`config.mk`:
```
export PLATFORM = sky130hd
export DESIGN_NAME = binary_max_heap_queue_flat
export DESIGN_NICKNAME = d
export VERILOG_FILES = /design/src/rtl/bmh_pkg.sv /design/src/rtl/bmh_channels.sv /design/src/rtl/binary_max_heap_queue.sv /design/src/flat_wrapper.sv
export SDC_FILE = /design/constraint.sdc
export NUM_CORES = 2
export LEC_CHECK = 0
export ABC_AREA = 0
export BUFFER_PORTS_ARGS = -buffer_cell sky130_fd_sc_hd__buf_4
export CORE_MARGIN = 2
export CORE_UTILIZATION = 40
export CTS_CLUSTER_DIAMETER = 200
export DETAILED_ROUTE_END_ITERATION = 8
export PLACE_DENSITY = 0.57
export SLEW_MARGIN = 10
export SYNTH_ARGS = -nofsm -noshare
export SYNTH_HDL_FRONTEND = slang
export SYNTH_SLANG_ARGS = --single-unit
```
`constraint.sdc`:
```
create_clock -name clock -period 16.7 [get_ports clock]
set_input_delay 0.835 -clock clock [delete_from_list [all_inputs] [get_ports clock]]
set_output_delay 0.835 -clock clock [all_outputs]
set_load 0.1 [all_outputs]
```
`src/rtl/bmh_pkg.sv`:
```
package bmh_pkg;

   localparam int DEPTH_DEFAULT      = 128;
   localparam int DATA_WIDTH_DEFAULT = 32;

   typedef enum logic {
      MODE_INSERT = 1'b0,
      MODE_REMOVE = 1'b1
   } mode_type;

   typedef enum logic [1:0] {
      ST_OK    = 2'd0,
      ST_EMPTY = 2'd1,
      ST_FULL  = 2'd2
   } status_type;

   typedef enum logic [2:0] {
      S_IDLE,
      S_UP_RD,
      S_UP_CMP,
      S_DN_LAST,
      S_DN_RDL,
      S_DN_RDR,
      S_DN_CMP,
      S_DONE
   } state_type;

   typedef struct packed {
      logic               mode;
      logic signed [31:0] value;
   } req_payload_type;

   typedef struct packed {
      logic signed [31:0] removed_value;
      logic signed [31:0] top_value;
      logic [7:0]         entry_count;
      logic [1:0]         status;
   } rsp_payload_type;

endpackage

```
`src/rtl/bmh_channels.sv`:
```
interface bmh_req_if;
   logic                     valid;
   logic                     ready;
   bmh_pkg::req_payload_type data;

   modport source (output valid, output data, input ready);
   modport sink   (input valid, input data, output ready);
endinterface

interface bmh_rsp_if;
   logic                     valid;
   logic                     ready;
   bmh_pkg::rsp_payload_type data;

   modport source (output valid, output data, input ready);
   modport sink   (input valid, input data, output ready);
endinterface

```
`src/rtl/binary_max_heap_queue.sv`:
```
// Binary max-heap priority queue.
// req_chan carries one command per transfer: mode 0 inserts value, mode 1
// removes the maximum. rsp_chan returns exactly one result per command:
// the removed value (zero unless a remove succeeded), the new top (zero when
// empty), the entry count and a status (ok, remove on empty, insert on full).
// Entries sit in a single-port-read, single-port-write RAM with a registered
// read; the moving entry is held in a register and each tree level costs a
// read, a compare and a write. An empty remove, a full insert or removing
// the last entry touches no tree level and goes straight to the result.
// req_chan.ready is high only while the sequencer is idle, so a new command
// waits until the one before it has finished.
// The result sits in an output register, so the next command is accepted
// while a finished result still waits; if rsp_chan stalls, a second finished
// result holds the sequencer until the register frees.
// Reset (synchronous, active high) empties the heap at once; RAM contents
// are not cleared, since no entry above the count is ever read.
module binary_max_heap_queue #(
   parameter int DEPTH      = bmh_pkg::DEPTH_DEFAULT,
   parameter int DATA_WIDTH = bmh_pkg::DATA_WIDTH_DEFAULT
) (
   input  logic       clock,
   input  logic       reset,
   bmh_req_if.sink    req_chan,
   bmh_rsp_if.source  rsp_chan
);

   localparam int IDXW = $clog2(DEPTH + 1);  // tree positions 1..DEPTH
   localparam int AW   = $clog2(DEPTH);      // RAM address = position - 1

   // heap storage
   logic signed [DATA_WIDTH-1:0] heap_mem [DEPTH];
   logic signed [DATA_WIDTH-1:0] rdata_ff;
   logic                         mem_we;
   logic [IDXW-1:0]              wpos;
   logic signed [DATA_WIDTH-1:0] wdata;
   logic [AW-1:0]                raddr;

   // sequencer state
   bmh_pkg::state_type           state_ff, state_in;
   logic [IDXW-1:0]              count_ff, count_in;
   logic [IDXW-1:0]              pos_ff, pos_in;
   logic signed [DATA_WIDTH-1:0] move_ff, move_in;     // entry being sifted
   logic signed [DATA_WIDTH-1:0] top_ff, top_in;       // mirror of the root
   logic signed [DATA_WIDTH-1:0] left_ff, left_in;
   logic                         has_right_ff, has_right_in;
   logic signed [DATA_WIDTH-1:0] removed_ff, removed_in;
   bmh_pkg::status_type          status_ff, status_in;

   // output register
   logic                     rsp_valid_ff, rsp_valid_in;
   bmh_pkg::rsp_payload_type rsp_data_ff, rsp_data_in;

   logic                         req_xfer;
   logic signed [DATA_WIDTH-1:0] req_entry;
   logic [IDXW:0]                left_pos;
   logic [IDXW:0]                right_pos;
   logic [IDXW:0]                count_wide;
   logic signed [DATA_WIDTH-1:0] best_val;
   logic [IDXW-1:0]              best_pos;
   logic signed [63:0]           removed_wide;
   logic signed [63:0]           top_wide;

   assign req_chan.ready = (state_ff == bmh_pkg::S_IDLE);
   assign req_xfer       = req_chan.valid && req_chan.ready;
   // sign-extend the 32-bit command value, then fit it to the entry width
   assign req_entry      = DATA_WIDTH'(64'(req_chan.data.value));

   assign count_wide = {1'b0, count_ff};
   assign left_pos   = {pos_ff, 1'b0};
   assign right_pos  = left_pos + (IDXW+1)'(1);

   assign removed_wide = 64'(removed_ff);
   assign top_wide     = 64'(top_ff);

   assign rsp_chan.valid = rsp_valid_ff;
   assign rsp_chan.data  = rsp_data_ff;

   always_ff @(posedge clock) begin
      if (mem_we) begin
         heap_mem[AW'(wpos - IDXW'(1))] <= wdata;
      end
      rdata_ff <= heap_mem[raddr];
   end

   // largest of moving entry and children; left wins a tie between children
   always_comb begin
      best_val = move_ff;
      best_pos = pos_ff;
      if (left_ff > best_val) begin
         best_val = left_ff;
         best_pos = IDXW'(left_pos);
      end
      if (has_right_ff && (rdata_ff > best_val)) begin
         best_val = rdata_ff;
         best_pos = IDXW'(right_pos);
      end
   end

   always_comb begin
      state_in     = state_ff;
      count_in     = count_ff;
      pos_in       = pos_ff;
      move_in      = move_ff;
      top_in       = top_ff;
      left_in      = left_ff;
      has_right_in = has_right_ff;
      removed_in   = removed_ff;
      status_in    = status_ff;
      rsp_valid_in = rsp_valid_ff;
      rsp_data_in  = rsp_data_ff;
      mem_we       = 1'b0;
      wpos         = pos_ff;
      wdata        = move_ff;
      raddr        = AW'(pos_ff - IDXW'(1));

      if (rsp_valid_ff && rsp_chan.ready) begin
         rsp_valid_in = 1'b0;
      end

      case (state_ff)
         bmh_pkg::S_IDLE: begin
            if (req_xfer) begin
               removed_in = '0;
               status_in  = bmh_pkg::ST_OK;
               if (req_chan.data.mode == bmh_pkg::MODE_INSERT) begin
                  if (count_ff == IDXW'(DEPTH)) begin
                     status_in = bmh_pkg::ST_FULL;
                     state_in  = bmh_pkg::S_DONE;
                  end else begin
                     count_in = count_ff + IDXW'(1);
                     pos_in   = count_ff + IDXW'(1);
                     move_in  = req_entry;
                     state_in = bmh_pkg::S_UP_RD;
                  end
               end else begin
                  if (count_ff == '0) begin
                     status_in = bmh_pkg::ST_EMPTY;
                     state_in  = bmh_pkg::S_DONE;
                  end else begin
                     removed_in = top_ff;
                     count_in   = count_ff - IDXW'(1);
                     if (count_ff == IDXW'(1)) begin
                        state_in = bmh_pkg::S_DONE;
                     end else begin
                        raddr    = AW'(count_ff - IDXW'(1));  // fetch last entry
                        pos_in   = IDXW'(1);
                        state_in = bmh_pkg::S_DN_LAST;
                     end
                  end
               end
            end
         end

         bmh_pkg::S_UP_RD: begin
            if (pos_ff == IDXW'(1)) begin
               mem_we   = 1'b1;
               top_in   = move_ff;
               state_in = bmh_pkg::S_DONE;
            end else begin
               raddr    = AW'((pos_ff >> 1) - IDXW'(1));
               state_in = bmh_pkg::S_UP_CMP;
            end
         end

         bmh_pkg::S_UP_CMP: begin
            mem_we = 1'b1;
            if (rdata_ff < move_ff) begin
               // parent moves down into the hole
               wdata    = rdata_ff;
               pos_in   = pos_ff >> 1;
               state_in = bmh_pkg::S_UP_RD;
            end else begin
               state_in = bmh_pkg::S_DONE;
            end
         end

         bmh_pkg::S_DN_LAST: begin
            move_in  = rdata_ff;
            state_in = bmh_pkg::S_DN_RDL;
         end

         bmh_pkg::S_DN_RDL: begin
            if (left_pos > count_wide) begin
               mem_we = 1'b1;
               if (pos_ff == IDXW'(1)) begin
                  top_in = move_ff;
               end
               state_in = bmh_pkg::S_DONE;
            end else begin
               raddr    = AW'(left_pos - (IDXW+1)'(1));
               state_in = bmh_pkg::S_DN_RDR;
            end
         end

         bmh_pkg::S_DN_RDR: begin
            left_in      = rdata_ff;
            has_right_in = (right_pos <= count_wide);
            raddr        = AW'(left_pos);
            state_in     = bmh_pkg::S_DN_CMP;
         end

         bmh_pkg::S_DN_CMP: begin
            mem_we = 1'b1;
            wdata  = best_val;
            if (pos_ff == IDXW'(1)) begin
               top_in = best_val;
            end
            if (best_pos == pos_ff) begin
               state_in = bmh_pkg::S_DONE;
            end else begin
               pos_in   = best_pos;
               state_in = bmh_pkg::S_DN_RDL;
            end
         end

         bmh_pkg::S_DONE: begin
            if (!rsp_valid_ff || rsp_chan.ready) begin
               rsp_valid_in              = 1'b1;
               rsp_data_in.removed_value = removed_wide[31:0];
               rsp_data_in.top_value     = (count_ff != '0) ? top_wide[31:0] : '0;
               rsp_data_in.entry_count   = 8'(count_ff);
               rsp_data_in.status        = status_ff;
               state_in                  = bmh_pkg::S_IDLE;
            end
         end

         default: begin
            state_in = bmh_pkg::S_IDLE;
         end
      endcase
   end

   always_ff @(posedge clock) begin
      if (reset) begin
         state_ff     <= bmh_pkg::S_IDLE;
         count_ff     <= '0;
         rsp_valid_ff <= 1'b0;
      end else begin
         state_ff     <= state_in;
         count_ff     <= count_in;
         rsp_valid_ff <= rsp_valid_in;
      end
   end

   always_ff @(posedge clock) begin
      pos_ff       <= pos_in;
      move_ff      <= move_in;
      top_ff       <= top_in;
      left_ff      <= left_in;
      has_right_ff <= has_right_in;
      removed_ff   <= removed_in;
      status_ff    <= status_in;
      rsp_data_ff  <= rsp_data_in;
   end

   a_count_bound: assert property (@(posedge clock) disable iff (reset)
      count_ff <= IDXW'(DEPTH))
      else $error("entry count above depth");

   a_write_in_heap: assert property (@(posedge clock) disable iff (reset)
      mem_we |-> (wpos != '0) && (wpos <= count_ff))
      else $error("RAM write outside held entries");

   a_busy_after_xfer: assert property (@(posedge clock) disable iff (reset)
      req_xfer |=> (state_ff != bmh_pkg::S_IDLE))
      else $error("command accepted without starting work");

   a_empty_remove_keeps: assert property (@(posedge clock) disable iff (reset)
      (req_xfer && (req_chan.data.mode == bmh_pkg::MODE_REMOVE) && (count_ff == '0))
      |=> (count_ff == '0) && (status_ff == bmh_pkg::ST_EMPTY))
      else $error("remove on empty heap changed the count");

   a_result_not_lost: assert property (@(posedge clock) disable iff (reset)
      (rsp_valid_ff && !rsp_chan.ready) |=> rsp_valid_ff)
      else $error("pending result dropped");

endmodule
```
`src/flat_wrapper.sv`:
```
// flat-port wrapper written by rule: the top's interface ports become plain ports
module binary_max_heap_queue_flat 
#(
   parameter int DEPTH      = bmh_pkg::DEPTH_DEFAULT,
   parameter int DATA_WIDTH = bmh_pkg::DATA_WIDTH_DEFAULT
)
  (clock, reset, req_chan_valid, req_chan_data, req_chan_ready, rsp_chan_valid, rsp_chan_data, rsp_chan_ready);
  bmh_req_if req_chan_i ();
  bmh_rsp_if rsp_chan_i ();
  input  logic clock;
  input  logic reset;
  input wire logic [$bits(req_chan_i.valid)-1:0] req_chan_valid;
  input wire logic [$bits(req_chan_i.data)-1:0] req_chan_data;
  output wire logic [$bits(req_chan_i.ready)-1:0] req_chan_ready;
  output wire logic [$bits(rsp_chan_i.valid)-1:0] rsp_chan_valid;
  output wire logic [$bits(rsp_chan_i.data)-1:0] rsp_chan_data;
  input wire logic [$bits(rsp_chan_i.ready)-1:0] rsp_chan_ready;
  assign req_chan_i.valid = req_chan_valid;
  assign req_chan_i.data = req_chan_data;
  assign req_chan_ready = req_chan_i.ready;
  assign rsp_chan_valid = rsp_chan_i.valid;
  assign rsp_chan_data = rsp_chan_i.data;
  assign rsp_chan_i.ready = rsp_chan_ready;
  binary_max_heap_queue #(.DEPTH(DEPTH), .DATA_WIDTH(DATA_WIDTH)) u_core (.clock(clock), .reset(reset), .req_chan(req_chan_i), .rsp_chan(rsp_chan_i));
endmodule
```
Yosys cells after proc, flatten, opt, wreduce, memory -nomap -nowiden
Memory sizes are Yosys's and may differ from the RTL's. A register that Yosys moved wholly into a read port is not among the register bits.
Index checks and enable logic that the tools add are counted.

operators by class
  add/sub/neg operators = 6
  $lt $le $gt $ge = 5
  equality and inequality tests = 24
  mux-type cells = 53
  bitwise operators = 1
  reduce and logical (&&, ||, !) cells = 20

operator list
  kind                 number
  $mux 32              9
  $pmux 32 s2          2
  $pmux 32 s3          1
  $mux 8               11
  $gt 32x32->1         2
  $mux 7               6
  $lt 32x32->1         1
  $pmux 7 s4           1
  $mux 3               8
  $pmux 3 s8           1
  $pmux 8 s3           1
  $sub 7x1->7 const B  3
  $eq 8x1->1 const B   2
  $eq 3x3->1 const B   4
  $ne 2x2->1 const B   6
  $add 9x1->9 const B  1
  $gt 9x8->1           1
  $le 9x8->1           1
  $ne 3x3->1 const B   3
  $add 8x1->8 const B  1
  $eq 8x8->1           1
  $eq 8x8->1 const B   1
  $logic_not 8->1      1
  $mux 1               8
  19 further kinds     33

word-level totals
  register bits after elaboration = 225
  RAM bits = 4096
  bits of input ports = 37
  output and inout port bits = 76
  word-level logic and storage cells = 124
  memories kept = 1

memories
  name             depth  bits a word  rd ports  clocked after Yosys merged registers in  write ports  RTL line                     text
  u_core.heap_mem  128    32           1         1                                        1            binary_max_heap_queue.sv:31  logic signed [DATA_WIDTH-1:0] heap_mem [DEPTH];

Logic depth before layout (Yosys ltp)
  depth in word-level cells = 8
  mapped depth = 27
  gate-level depth less buffers = 24

Worst setup path after synthesis
No wires, ideal clock.

  kind = reg2reg
  from = reg u_core.move_ff[17]
  to = mem u_core.heap_mem[0][31] in the netlist's numbering (data pin)
  library setup time = 1.266 ns
  arrival time = 10.451 ns
  setup slack = 4.983 ns
  stages on the path, launching flop included = 25
  buffers on the path = 3
  period minus slack after synthesis = 11.717 ns
  cells stage by stage = edfxtp_1 inv_1 ha_1 a21o_1 a21o_1 a21o_1 a21o_1 a211o_1 o21bai_1 a31oi_1 nor3_1 clkbuf_1 buf_2 mux2i_1 ha_1 a21o_1 a21o_1 a21oi_1 o21ai_0 a21oi_1 o21a_1 a31o_2 clkbuf_1 mux2_2 a221oi_1

between the ends
  word-level cells in the longest chain between the ends = 6
  elaborated cells on any way between the ends = 8
  classes of those cells = order compare (3); mux (4); reduce/logical (1)

ends and longest elaborated chain
  element                 RTL line                      text
  from (decl)             binary_max_heap_queue.sv:42   logic signed [DATA_WIDTH-1:0] move_ff, move_in;
  from (signal assigned)  binary_max_heap_queue.sv:247  move_ff <= move_in;
  $gt 32x32->1            binary_max_heap_queue.sv:89   if (left_ff > best_val) begin
  $mux 32                 binary_max_heap_queue.sv:89
  $gt 32x32->1            binary_max_heap_queue.sv:93   if (has_right_ff && (rdata_ff > best_val)) begin
  $logic_and 1x1->1       binary_max_heap_queue.sv:93
  $mux 32                 binary_max_heap_queue.sv:93
  $pmux 32 s2 (*)         binary_max_heap_queue.sv:120  case (state_ff)
  net u_core.wdata[31]    binary_max_heap_queue.sv:35   logic signed [DATA_WIDTH-1:0] wdata;
  to (decl)               binary_max_heap_queue.sv:31

Mark *: on every way through the listed nets, which the timed path passes. The rest lies on a longest branch.

Worst setup path in the final report
  from = reg u_core.move_ff[17]
  to = mem u_core.heap_mem[90][16] in the netlist's numbering (data pin)

The elaborated chain is that of the path after synthesis.

==> results.yml <==
run_status:
  status: "complete, no violations"
drt:
  firstDrtPassIters: 6
  drt_iter0_drc: 17560
  wl_per_cell_um: 33.39
  routed_via_density: 6.133
  antenna_left: 0
  routed_wl_um: 602700
  dr_total_vias: 110700
  drc: 0
setup_path:
  start_kind: "flop"
  arrival_ps: 8830
  cp_data_required_time_ps: 17370
  cp_max_fo: 66
  ff2ff_setup_slack_ps: 8540
  endpoint_kind: "flop"
  reg2reg_depth: 27
  r2r_start: "u_core.move_ff[17]"
  crit_type: "reg2reg"
  reg2reg_to: "u_core.heap_mem[90][16]"
logic_synthesis:
  synthSimpleGateAreaFrac: 0.09890
  yosys_most_used_dff: "edfxtp_1"
  yosysUniqueCellTypes: 86
  syn_area_mm2: 0.1732
  ys_warn_count: 0
  synth_compound_gate_area_share: 0.06575
  synth_top_family_by_area: "simple AND/OR/NAND/NOR gates"
  syn-num-nets: 11820
  postSynthCellCount: 11670
  yosysSeqAreaShare: 0.7520
  async_flop_share: 0
  ys_ff_latch: 4353
  synth_edf_count: 4309
  syn_avg_cell_area_um2: 14.84
  synthAdderAreaFrac: 0.007945
  synthMuxAreaShare: 0.05212
  synth_xor_area_frac: 0.001062
cts:
  ctsResizeCount: 0
  clock-sinks: 4353
  postCtsSetupBuffers: 0
  clk_latency_ps: 1030
  path_clk_slew_ps: 60
  clock_path_buffers: 4
  cts_tree: "built"
  cts_made_buffers: 434
  cts-htree-levels: 5
  clock-root-buffer: "clkbuf_16"
  cts_hold_buf: 0
timing:
  setup-violations-final: 0
  min_period_ps: 8160
  slew_headroom: 0.1019
  setup_tns_ps: 0
  rsz0062_at_grt: "false"
  fin_crit_sh: 0.4887
  skew_ps: 75.71
  worst_slew_pin_slew_ps: 1347
  fmax_ghz: 0.1225
  hold_violations: 0
  slew_viol_final: 0
grt:
  overflow: 0
  grt_pass1_vias: 104100
  grt_max_degree: 148
  grt_usage: 0.2675
  grt_pass1_wl_um: 825000
  antenna_found_initial: 65
finish:
  nets: 11960
  drive_gt1_frac: 0.1123
  syn_to_final_growth_pct: 13.53
  fin_util: 0.4564
  stdcell_area_mm2: 0.1967
min_path:
  holdPathEnd: "u_core.count_ff[1]"
  min-delay-start: "reset"
  min_path_type: "in2reg"
  whs_path_depth: 2
die:
  coreArea_mm2: 0.4309
  dieHeight_um: 662.1
  die_area_mm2: 0.4384
  num_rows: 241
  io_pins: 113
  die_x_um: 662.1
  initial_core_util: 0.4020
placement:
  hpwl_um: 325100
  placed_cell_area_mm2: 0.1826
  place_congestion: 0.8831
  port_buffers: 112
flow_run:
  cap_viol_max_count: 0
[cells in the final DEF, fill, tap and decap left out, types with 32 or more instances in the layout]
cell type / instances
edfxtp_1: 4309
nand2_1: 2275
mux2i_1: 866
nand3_1: 762
buf_4: 466
clkbuf_16: 437
a31oi_1: 262
o22ai_1: 199
o221ai_1: 194
a32oi_1: 188
nor2_1: 175
diode_2: 164
nand4_1: 152
nor2_4: 137
a21oi_1: 126
a311oi_1: 126
ha_1: 110
clkbuf_1: 107
clkinv_1: 104
o21ai_0: 96
inv_1: 80
and3_1: 77
clkinv_2: 77
a211oi_1: 70
o32ai_1: 66
and4_1: 65
a21o_1: 53
dfxtp_1: 44
nor3_1: 42
or3_1: 42
and2_1: 38
or4_1: 33
mux2_2: 32
[state kept, by name, summed over array words and instances (netlist names), 32 cells and up]
register              cells
u_core.heap_mem        4096
u_core.rsp_chan.data     74
u_core.left_ff           32
u_core.move_ff           32
u_core.rdata_ff          32
u_core.removed_ff        32
u_core.top_ff            32
[cell type report]
class                      instances  area (um^2)
antenna                          164        410.4
clock buffer                     554        11470
clock inverter                   250         2236
fill                           37100       234200
inverter                          81        304.0
multi-input combinational       6458        41020
sequential                      4353       130300
tap                             5710         7144
timing repair buffer             482         3814
[kinds of logic (layout without fill, tap and decap cells)]
logic type | count (synthesis) | after routing
AO/OA/AOI/OAI | 1537 | 1537
XOR/XNOR | 21 | 21
adder cells (fa/ha/maj) | 110 | 110
buffers and inverters | 859 | 1367
flip-flops | 4353 | 4353
multiplexers | 898 | 898
other | 0 | 164
AND/OR/NAND/NOR | 3892 | 3892
[synthesized netlist by cell type (17+ instances only)]
cell,count,share of area
a2111oi_0,35,0.0018
a211oi_1,70,0.0030
a21o_1,53,0.0023
a21oi_1,126,0.0036
a221o_1,24,0.0014
a311oi_1,126,0.0064
a31oi_1,264,0.0095
a32oi_1,188,0.0095
and2_1,39,0.0014
and3_1,78,0.0028
and4_1,65,0.0033
buf_1,59,0.0013
buf_2,252,0.0073
buf_4,46,0.0020
buf_6,18,0.0012
clkbuf_1,403,0.0087
dfxtp_1,44,0.0051
edfxtp_1,4309,0.75
ha_1,110,0.0079
inv_1,80,0.0017
mux2_2,32,0.0021
mux2i_1,866,0.050
nand2_1,2283,0.049
nand3_1,769,0.022
nand4_1,152,0.0055
nor2_1,307,0.0067
nor2b_1,17,0.00061
nor3_1,45,0.0013
o21ai_0,98,0.0028
o221ai_1,199,0.010
o22a_1,31,0.0016
o22ai_1,199,0.0072
o32ai_1,66,0.0033
or3_1,43,0.0016
or4_1,33,0.0014
[stage by stage]
stage          hold slack (ps)  worst slack [ps]  instances
3_3_place_gp             401.6              8309      17080
4_1_cts                  16.12              8655      17890
3_5_place_dp             405.4              8702      17080
6_report                 76.99              8540      18050
5_1_grt                  59.64              8178      18030
2_1_floorplan            400.3              4983      11670
[worst max-delay path: stages (launching register included)]
cell and delay [ps]:
edfxtp_1 420, inv_1 190, ha_1 280, a21o_1 180, a21o_1 170, a21o_1 190, a21o_1 190, a211o_1 310
o21bai_1 170, a31oi_1 120, nor3_2 210, buf_4 430, mux2i_1 320, ha_1 290, nor2b_1 140, o21ai_0 200
nand2b_1 80, a21oi_1 180, o21ai_0 140, a21oi_1 200, o21a_1 130, a31o_2 160, buf_4 280, nand2b_1 320
o211ai_1 270, buf_4 470, a221o_4 850, buf_4 690
[how the worst max path moves through the flow]
stage	startpoint	to	slack [ps]	cells after the start
after floorplan	u_core.move_ff[17]	u_core.heap_mem[0][31]	4980	24
after detailed placement	u_core.move_ff[17]	u_core.heap_mem[85][16]	8700	27
final	u_core.move_ff[17]	u_core.heap_mem[90][16]	8540	27
after global routing	u_core.move_ff[17]	u_core.heap_mem[87][16]	8180	27
after CTS	u_core.move_ff[17]	u_core.heap_mem[90][16]	8660	27
after global placement	req_chan_data[32]	u_core.rdata_ff[12]	8310	15
[layer usage]
| metal | global-route usage | up-vias | wire (um) |
|---|---|---|---|
| li1 | - | 45540 | - |
| met1 | 0.3630 | 56790 | 233300 |
| met2 | 0.4117 | 7154 | 273600 |
| met3 | 0.05598 | 1217 | 67410 |
| met4 | 0.1275 | 10 | 28410 |
| met5 | 0 | - | 62 |
Power is not shown: default switching activity piles up to over one toggle a cycle in this logic, so the estimate is an artifact.
